<file path="src/rtl/ihex_pkg.sv">
package ihex_pkg;

  localparam int MAX_LEN = 16;
  localparam int IDX_W   = $clog2(MAX_LEN);

  localparam logic [7:0] COLON = 8'h3A;

  typedef enum logic [2:0] {
    PH_WAIT,
    PH_LEN,
    PH_ADDR,
    PH_TYPE,
    PH_DATA,
    PH_CSUM,
    PH_EMIT,
    PH_STOP
  } phase_t;

  typedef enum logic [2:0] {
    ST_DATA  = 3'd0,
    ST_EMPTY = 3'd1,
    ST_TYPE  = 3'd2,
    ST_START = 3'd3,
    ST_DIGIT = 3'd4,
    ST_LONG  = 3'd5,
    ST_CSUM  = 3'd6
  } status_t;

  typedef struct packed {
    logic    clr_rec;
    logic    take;
    logic    ld_len;
    logic    ld_addr;
    logic    ld_type;
    logic    ld_data;
    logic    clr_dc;
    logic    out_ld;
    status_t out_st;
    logic    emit;
  } cmd_t;

  typedef struct packed {
    logic is_space;
    logic is_hex;
    logic is_colon;
    logic odd;
    logic dc_zero;
    logic addr_done;
    logic data_done;
    logic len_zero;
    logic len_long;
    logic sum_zero;
    logic type_zero;
    logic emit_last;
    logic out_free;
  } sts_t;

endpackage

</file>
<file path="src/rtl/intel_hex_record_parser.sv">
// channel   direction  handshake           payload
// in_       input      in_valid/in_stall   char_byte[7:0], restart
// out_      output     out_valid/out_stall status[2:0], record_address[15:0], byte_index[3:0],
//                                          data_byte[7:0], record_type[7:0],
//                                          record_length[7:0], last
//
// One character transaction per cycle while no result burst is pending and the output is free.
// A passing data record drains one result per cycle while the output is not stalled,
// length results in all, from the record buffer; input stalls for that burst.
// Synchronous active-low reset returns to waiting for a colon, output empty.
// A stalled output holds its result and stalls the input behind it.
module intel_hex_record_parser (
  input  logic        clk,
  input  logic        rst_n,
  input  logic        in_valid,
  output logic        in_stall,
  input  logic [7:0]  in_char_byte,
  input  logic        in_restart,
  output logic        out_valid,
  input  logic        out_stall,
  output logic [2:0]  out_status,
  output logic [15:0] out_record_address,
  output logic [3:0]  out_byte_index,
  output logic [7:0]  out_data_byte,
  output logic [7:0]  out_record_type,
  output logic [7:0]  out_record_length,
  output logic        out_last
);

  ihex_pkg::cmd_t cmd;
  ihex_pkg::sts_t sts;

  ihex_ctrl u_ctrl (
    .clk        (clk),
    .rst_n      (rst_n),
    .in_valid   (in_valid),
    .in_restart (in_restart),
    .in_stall   (in_stall),
    .sts        (sts),
    .cmd        (cmd)
  );

  ihex_dp u_dp (
    .clk                (clk),
    .rst_n              (rst_n),
    .in_char_byte       (in_char_byte),
    .cmd                (cmd),
    .sts                (sts),
    .out_valid          (out_valid),
    .out_stall          (out_stall),
    .out_status         (out_status),
    .out_record_address (out_record_address),
    .out_byte_index     (out_byte_index),
    .out_data_byte      (out_data_byte),
    .out_record_type    (out_record_type),
    .out_record_length  (out_record_length),
    .out_last           (out_last)
  );

  a_status_last: assert property (@(posedge clk) disable iff (!rst_n)
    out_valid && (out_status != ihex_pkg::ST_DATA) |-> out_last)
    else $error("status result without last");

  a_status_zero: assert property (@(posedge clk) disable iff (!rst_n)
    out_valid && (out_status != ihex_pkg::ST_DATA) |->
      (out_data_byte == 8'd0) && (out_byte_index == 4'd0))
    else $error("status result carries data");

  a_last_index: assert property (@(posedge clk) disable iff (!rst_n)
    out_valid && out_last && (out_status == ihex_pkg::ST_DATA) |->
      ({4'd0, out_byte_index} == out_record_length - 8'd1))
    else $error("last data byte index mismatch");

  a_burst_stall: assert property (@(posedge clk) disable iff (!rst_n)
    out_valid && !out_stall && !out_last |=>
      out_valid && (out_status == ihex_pkg::ST_DATA))
    else $error("data burst interrupted");

endmodule

</file>
<file path="src/rtl/ihex_ctrl.sv">
module ihex_ctrl (
  input  logic            clk,
  input  logic            rst_n,
  input  logic            in_valid,
  input  logic            in_restart,
  output logic            in_stall,
  input  ihex_pkg::sts_t  sts,
  output ihex_pkg::cmd_t  cmd
);

  ihex_pkg::phase_t state_r, state_nxt;
  logic acc;

  always_ff @(posedge clk) begin
    if (!rst_n) begin
      state_r <= ihex_pkg::PH_WAIT;
    end else begin
      state_r <= state_nxt;
    end
  end

  assign in_stall = (state_r == ihex_pkg::PH_EMIT) || !sts.out_free;
  assign acc      = in_valid && !in_stall;

  always_comb begin
    state_nxt  = state_r;
    cmd        = '0;
    cmd.out_st = ihex_pkg::ST_DATA;
    if (state_r == ihex_pkg::PH_EMIT) begin
      if (sts.out_free) begin
        cmd.emit = 1'b1;
        if (sts.emit_last) begin
          cmd.clr_rec = 1'b1;
          state_nxt   = ihex_pkg::PH_WAIT;
        end
      end
    end else if (acc) begin
      if (in_restart) begin
        cmd.clr_rec = 1'b1;
        state_nxt   = ihex_pkg::PH_WAIT;
      end else begin
        case (state_r)
          ihex_pkg::PH_STOP: begin
          end
          ihex_pkg::PH_WAIT: begin
            if (sts.is_colon) begin
              cmd.clr_rec = 1'b1;
              state_nxt   = ihex_pkg::PH_LEN;
            end else if (!sts.is_space) begin
              cmd.out_ld  = 1'b1;
              cmd.out_st  = ihex_pkg::ST_START;
              cmd.clr_rec = 1'b1;
              state_nxt   = ihex_pkg::PH_STOP;
            end
          end
          default: begin
            if (sts.is_space) begin
              if ((state_r == ihex_pkg::PH_DATA) ? sts.odd : !sts.dc_zero) begin
                cmd.out_ld  = 1'b1;
                cmd.out_st  = ihex_pkg::ST_DIGIT;
                cmd.clr_rec = 1'b1;
                state_nxt   = ihex_pkg::PH_STOP;
              end
            end else if (!sts.is_hex) begin
              cmd.out_ld  = 1'b1;
              cmd.out_st  = ihex_pkg::ST_DIGIT;
              cmd.clr_rec = 1'b1;
              state_nxt   = ihex_pkg::PH_STOP;
            end else begin
              cmd.take = 1'b1;
              if (sts.odd) begin
                case (state_r)
                  ihex_pkg::PH_LEN: begin
                    cmd.ld_len = 1'b1;
                    cmd.clr_dc = 1'b1;
                    state_nxt  = ihex_pkg::PH_ADDR;
                  end
                  ihex_pkg::PH_ADDR: begin
                    cmd.ld_addr = 1'b1;
                    if (sts.addr_done) begin
                      cmd.clr_dc = 1'b1;
                      state_nxt  = ihex_pkg::PH_TYPE;
                    end
                  end
                  ihex_pkg::PH_TYPE: begin
                    cmd.ld_type = 1'b1;
                    cmd.clr_dc  = 1'b1;
                    if (sts.len_long) begin
                      cmd.out_ld  = 1'b1;
                      cmd.out_st  = ihex_pkg::ST_LONG;
                      cmd.clr_rec = 1'b1;
                      state_nxt   = ihex_pkg::PH_STOP;
                    end else begin
                      state_nxt = sts.len_zero ? ihex_pkg::PH_CSUM : ihex_pkg::PH_DATA;
                    end
                  end
                  ihex_pkg::PH_DATA: begin
                    cmd.ld_data = 1'b1;
                    if (sts.data_done) begin
                      cmd.clr_dc = 1'b1;
                      state_nxt  = ihex_pkg::PH_CSUM;
                    end
                  end
                  ihex_pkg::PH_CSUM: begin
                    cmd.clr_dc = 1'b1;
                    if (!sts.sum_zero) begin
                      cmd.out_ld  = 1'b1;
                      cmd.out_st  = ihex_pkg::ST_CSUM;
                      cmd.clr_rec = 1'b1;
                      state_nxt   = ihex_pkg::PH_STOP;
                    end else if (!sts.type_zero) begin
                      cmd.out_ld  = 1'b1;
                      cmd.out_st  = ihex_pkg::ST_TYPE;
                      cmd.clr_rec = 1'b1;
                      state_nxt   = ihex_pkg::PH_STOP;
                    end else if (sts.len_zero) begin
                      cmd.out_ld  = 1'b1;
                      cmd.out_st  = ihex_pkg::ST_EMPTY;
                      cmd.clr_rec = 1'b1;
                      state_nxt   = ihex_pkg::PH_WAIT;
                    end else begin
                      state_nxt = ihex_pkg::PH_EMIT;
                    end
                  end
                  default: begin
                  end
                endcase
              end
            end
          end
        endcase
      end
    end
  end

endmodule

</file>
<file path="src/rtl/ihex_dp.sv">
module ihex_dp (
  input  logic            clk,
  input  logic            rst_n,
  input  logic [7:0]      in_char_byte,
  input  ihex_pkg::cmd_t  cmd,
  output ihex_pkg::sts_t  sts,
  output logic            out_valid,
  input  logic            out_stall,
  output logic [2:0]      out_status,
  output logic [15:0]     out_record_address,
  output logic [3:0]      out_byte_index,
  output logic [7:0]      out_data_byte,
  output logic [7:0]      out_record_type,
  output logic [7:0]      out_record_length,
  output logic            out_last
);

  logic [5:0]  dc_r;
  logic [3:0]  hi_r;
  logic [7:0]  len_r;
  logic [15:0] addr_r;
  logic [7:0]  type_r;
  logic [7:0]  sum_r;
  logic [ihex_pkg::IDX_W-1:0] emit_idx_r;
  logic [7:0]  store_r [ihex_pkg::MAX_LEN];

  logic        out_valid_r;
  logic [2:0]  out_status_r;
  logic [15:0] out_addr_r;
  logic [3:0]  out_idx_r;
  logic [7:0]  out_data_r;
  logic [7:0]  out_type_r;
  logic [7:0]  out_len_r;
  logic        out_last_r;

  logic [3:0]  nib;
  logic        hex_ok;
  logic [7:0]  byte_val;
  logic [7:0]  sum_nxt;
  logic [8:0]  dc_ext;
  logic [7:0]  type_out;

  always_comb begin
    nib    = 4'd0;
    hex_ok = 1'b1;
    if (in_char_byte inside {[8'h30:8'h39]}) begin
      nib = in_char_byte[3:0];
    end else if (in_char_byte inside {[8'h41:8'h46], [8'h61:8'h66]}) begin
      nib = in_char_byte[3:0] + 4'd9;
    end else begin
      hex_ok = 1'b0;
    end
  end

  assign byte_val = {hi_r, nib};
  assign sum_nxt  = sum_r + byte_val;
  assign dc_ext   = {3'b000, dc_r} + 9'd1;
  assign type_out = (cmd.take && cmd.ld_type) ? byte_val : type_r;

  assign sts.is_space  = (in_char_byte == 8'h20) || (in_char_byte inside {[8'h09:8'h0D]});
  assign sts.is_hex    = hex_ok;
  assign sts.is_colon  = (in_char_byte == ihex_pkg::COLON);
  assign sts.odd       = dc_r[0];
  assign sts.dc_zero   = (dc_r == 6'd0);
  assign sts.addr_done = (dc_r == 6'd3);
  assign sts.data_done = (dc_ext >= {len_r, 1'b0});
  assign sts.len_zero  = (len_r == 8'd0);
  assign sts.len_long  = (len_r > 8'(ihex_pkg::MAX_LEN));
  assign sts.sum_zero  = (sum_nxt == 8'd0);
  assign sts.type_zero = (type_r == 8'd0);
  assign sts.emit_last = (emit_idx_r == ihex_pkg::IDX_W'(len_r - 8'd1));
  assign sts.out_free  = !out_valid_r || !out_stall;

  always_ff @(posedge clk) begin
    if (!rst_n || cmd.clr_rec) begin
      dc_r       <= '0;
      hi_r       <= '0;
      len_r      <= '0;
      addr_r     <= '0;
      type_r     <= '0;
      sum_r      <= '0;
      emit_idx_r <= '0;
    end else begin
      if (cmd.take) begin
        if (!dc_r[0]) begin
          hi_r <= nib;
        end else begin
          sum_r <= sum_nxt;
          if (cmd.ld_len) begin
            len_r <= byte_val;
          end
          if (cmd.ld_addr) begin
            addr_r <= {addr_r[7:0], byte_val};
          end
          if (cmd.ld_type) begin
            type_r <= byte_val;
          end
        end
        dc_r <= cmd.clr_dc ? 6'd0 : dc_r + 6'd1;
      end
      if (cmd.emit) begin
        emit_idx_r <= emit_idx_r + ihex_pkg::IDX_W'(1);
      end
    end
  end

  always_ff @(posedge clk) begin
    if (cmd.take && cmd.ld_data && dc_r[0] && !dc_r[5]) begin
      store_r[dc_r[ihex_pkg::IDX_W:1]] <= byte_val;
    end
  end

  always_ff @(posedge clk) begin
    if (!rst_n) begin
      out_valid_r <= 1'b0;
    end else if (cmd.out_ld || cmd.emit) begin
      out_valid_r <= 1'b1;
    end else if (!out_stall) begin
      out_valid_r <= 1'b0;
    end
  end

  always_ff @(posedge clk) begin
    if (cmd.out_ld) begin
      out_status_r <= cmd.out_st;
      out_addr_r   <= addr_r;
      out_idx_r    <= '0;
      out_data_r   <= '0;
      out_type_r   <= type_out;
      out_len_r    <= len_r;
      out_last_r   <= 1'b1;
    end else if (cmd.emit) begin
      out_status_r <= ihex_pkg::ST_DATA;
      out_addr_r   <= addr_r;
      out_idx_r    <= 4'(emit_idx_r);
      out_data_r   <= store_r[emit_idx_r];
      out_type_r   <= type_r;
      out_len_r    <= len_r;
      out_last_r   <= sts.emit_last;
    end
  end

  assign out_valid          = out_valid_r;
  assign out_status         = out_status_r;
  assign out_record_address = out_addr_r;
  assign out_byte_index     = out_idx_r;
  assign out_data_byte      = out_data_r;
  assign out_record_type    = out_type_r;
  assign out_record_length  = out_len_r;
  assign out_last           = out_last_r;

endmodule

</file>
<file path="config.mk">
export PLATFORM = sky130hd
export DESIGN_NAME = intel_hex_record_parser
export DESIGN_NICKNAME = d
export VERILOG_FILES = /design/src/rtl/ihex_pkg.sv /design/src/rtl/intel_hex_record_parser.sv /design/src/rtl/ihex_ctrl.sv /design/src/rtl/ihex_dp.sv
export SDC_FILE = /design/constraint.sdc
export NUM_CORES = 1
export LEC_CHECK = 0
export BUFFER_PORTS_ARGS = -buffer_cell sky130_fd_sc_hd__buf_2
export CAP_MARGIN = 30
export CORE_ASPECT_RATIO = 1.5
export CORE_MARGIN = 3
export CORE_UTILIZATION = 61
export CTS_BUF_LIST = sky130_fd_sc_hd__clkbuf_16
export CTS_CLUSTER_DIAMETER = 100
export DETAILED_ROUTE_END_ITERATION = 10
export PLACE_DENSITY = 0.8
export SLEW_MARGIN = 20
export SYNTH_ARGS = -nofsm -noshare
export SYNTH_HDL_FRONTEND = slang
export SYNTH_SLANG_ARGS = --single-unit
</file>
<file path="constraint.sdc">
create_clock -name clk -period 8 [get_ports clk]
set_clock_uncertainty 0.2 [all_clocks]
set_input_delay 2.4 -clock clk [delete_from_list [all_inputs] [get_ports clk]]
set_output_delay 2.4 -clock clk [all_outputs]
set_load 0.03 [all_outputs]
</file>
==> flow_metrics.tcl <==
set metrics [dict create \
    clk_path_buf_depth 3 \
    ios 63 \
    status "finished, final reports clean" \
    ys.flop_type "edfxtp_1" \
    timing.final.ws_setup_ps 781.8 \
    grt_pass1_wl_um 38080 \
    clockRootBuffer "clkbuf_16" \
    final_cells 1069 \
    vias 6755 \
    chipWidth_um 112.0 \
    grt_usage_pct 26.82 \
    cts_tree "done" \
    syn_inst 784 \
    cp_slowest_cell "nor2_2" \
    critPathLaunchType "input pin" \
    dpl-instance-area_sq_um 10820 \
    path_cells "buf_2 -> inv_1 -> ha_1 -> nor3b_1 -> nor4b_1 -> and2_1 -> a22oi_1 -> inv_1 -> ha_1 -> a211oi_1 -> nor2_1 -> o22ai_1 -> xnor2_1 -> nor4b_4 -> nor2_2 -> or2_1 -> buf_4" \
    clkLatencyLatePin_ps 510 \
    dp_worst_setup_slack_ps 334.2 \
    whs_ps 241.8 \
    synthesis.area_sq_um 10290 \
    ir_worst_vdd_mv 0.1861 \
    synthTopCellsByArea "edfxtp_1 48%, dfxtp_1 14%, mux4_2 7.0%, ha_1 2.7%, nor2_1 2.7%" \
    routabilityCongestion 0.9282 \
    firstDrtPassIters 6 \
    die-area_sq_um 18490 \
    synth_area_leader_cell "edfxtp_1" \
    max-slew-margin-rel_pct 32.34 \
    avgSynthCellArea_sq_um 13.12 \
    num_rows 57 \
    drive_above_1_share_pct 20.28 \
    synthesis.nets 820 \
    postCtsSetupRepairBufs 0 \
    hp-class "register to register" \
    cts_buffers 22 \
    dieHeight_um 165.0 \
    pwr-share-clk_pct 40.4 \
    switchingPower_mw 0.5550 \
    remaining_drc_errors 0 \
    syn2layout_area_growth_pct 12.29 \
    num_antenna_cells 0 \
    p_leak_nw 3.628 \
    design_area_sq_um 11550 \
    post_cts_resized 0 \
    crit_type "input pin to register" \
    swShare_pct 22.43 \
    end_kind "register" \
    pwr-share-comb_pct 6.3 \
    synth_top_area_share_pct 47.59 \
    setup_viol 0 \
    seq_area_frac_synth_pct 61.40 \
    synthTopCellsByCount "163 x edfxtp_1, 73 x nor2_1, 71 x dfxtp_1" \
    rsz0062_at_grt "no" \
    antenna_found_initial 0 \
    p_total_mw 2.474 \
    setup_tns_ps 0 \
    timing_hold_violations_final 0 \
    postRouteAntennaNets 0 \
    period_minus_slack_ps 7218 \
    cp_top_family "simple AND/OR/NAND/NOR gates" \
    grt_pass1_vias 7036 \
    finalMaxSlewViolations 0 \
    cts.sinks 234 \
    tightest_slew_ps 1013 \
    portBuffers 62 \
    dp_cells 1027 \
    drtIter0Drc 487 \
    grt_start_max_net_pins 55 \
    fin_util_pct 70.41 \
    place_hpwl_um 16630 \
    yosys_warnings 0 \
    coreArea_sq_um 16400 \
    synth_seq_cells 234 \
    cts-htree-levels 1 \
    ys_types 75 \
    seq_power_share_pct 53.4 \
    synth-edff-count 163 \
    fillers 1143 \
    cp_max_fo 35 \
    synthArstFlopShare_pct 0 \
    maxCapViolCount 0 \
    max_freq_mhz 138.5 \
    finalCritPeriodShare_pct 90.23 \
    p_int_mw 1.919 \
    post-synth-top-count-cell "edfxtp_1" \
    start_util_pct 62.71 \
    overflow 0 \
    vias_per_cell 6.319 \
    fin_nets 883 \
    cp.arrival_ps 7170 \
    pwr_density_cell_nw_per_um2 214.2 \
    critPathBufInv 4 \
    routed_wl_um 24500 \
    hold_buffers 0 \
    wl_per_cell_um 22.92 \
    clkSlewWorstSetupHoldPaths_ps 60 \
    slowest_delay_ps 690 \
    required_ps 7950 \
]
==> placed cells by master (no fill, tap or decap), types with 5 or more instances in the layout <==
master     Yosys  routed
buf_4          3      15
o211ai_1       6       6
nor4_1        12      11
a21o_1         5       5
a21oi_1       36      36
o21ai_0       18      18
or3_1          5       5
ha_1          22      22
clkinv_1       0      10
nand2_1       68      68
inv_1         23      23
a211oi_1      29      29
xnor2_1       10      10
mux2_2         9       9
buf_2         11      63
edfxtp_1     163     163
nand2b_1       9       9
nor2_1        73      73
nand3_1       13      13
nor3_1        20      16
clkbuf_16      0      22
mux2i_1       13      13
dfxtp_1       71      70
nor2b_1       14      14
xor2_1         9       9
mux4_2        32      32
nor3_2         1       5
==> power groups by stage <==
stage / Combinational, mW / Clock, mW / Sequential (mW)
floorplan: 0.0724 / 0 / 1.38
global placement: 0.152 / 0 / 1.35
detailed placement: 0.154 / 0 / 1.35
CTS: 0.156 / 1.01 / 1.32
global route: 0.166 / 1.05 / 1.32
finish: 0.155 / 0.999 / 1.32
==> layout make-up <==
class                           instances  area, sq um  share of cell area, %
Timing Repair Buffer                   81        461.7                  3.997
Tap cell                              206        257.7                  2.232
Multi-Input combinational cell        485         3727                  32.27
Sequential cell                       234         6317                  54.70
Clock inverter                         18        148.9                  1.289
Clock buffer                           22        550.5                  4.767
Inverter                               23        86.33                 0.7475
==> worst paths after layout <==
| check | startpoint | endpoint | slack, ps | depth (start not counted) |
|---|---|---|---|---|
| max | in_char_byte[0] | u_dp.out_record_type[5] | 780 | 17 |
| max reg2reg | u_dp.hi_r[2] | u_dp.out_record_type[5] | 3630 | 8 |
| min | u_dp.addr_r[13] | u_dp.out_record_address[13] | 240 | 0 |
| min reg2reg | u_dp.addr_r[13] | u_dp.out_record_address[13] | 240 | 0 |
==> worst reg2reg max path, stage by stage (launching register included) <==
cell and delay (ps):
dfxtp_1 990, ha_1 450, a2111o_1 380, o22ai_1 310, xnor2_1 270, nor4b_4 90, nor2_2 690, or2_1 190
buf_4 400
==> per-layer routing <==
metal	wire length [um]	track usage, %	up-vias	share of wire (%)
met1	8532	29.53	3272	35
met4	1548	16.13	0	6.3
met3	1228	3.556	111	5.0
met2	13190	49.18	291	54
li1	-	-	3081	-
met5	0	0	-	0
==> cells by family (layout without fill, tap and decap cells) <==
family	count (synthesis)	in the layout	share of synthesized area [%]
compound gates	133	133	9.172
flops	234	234	61.40
mux	58	58	9.695
fa+ha+maj	23	23	2.871
simple gates	252	252	12.55
xor+xnor	19	19	1.618
buf+inv	65	144	2.688
==> state kept, by name, indices dropped and copies added, names as in the netlist <==
signal                   cells
u_dp.type_r                  8
u_dp.hi_r                    4
u_dp.len_r                   8
u_dp.addr_r                 16
u_dp.out_record_length       8
u_dp.out_record_type         8
u_dp.out_status              3
u_dp.emit_idx_r              4
u_dp.out_valid               1
u_ctrl.state_r               3
u_dp.store_r               128
u_dp.sum_r                   8
u_dp.dc_r                    6
u_dp.out_last                1
u_dp.out_byte_index          4
u_dp.out_record_address     16
u_dp.out_data_byte           8
No activity file was read; power rests on OpenSTA's default activity.
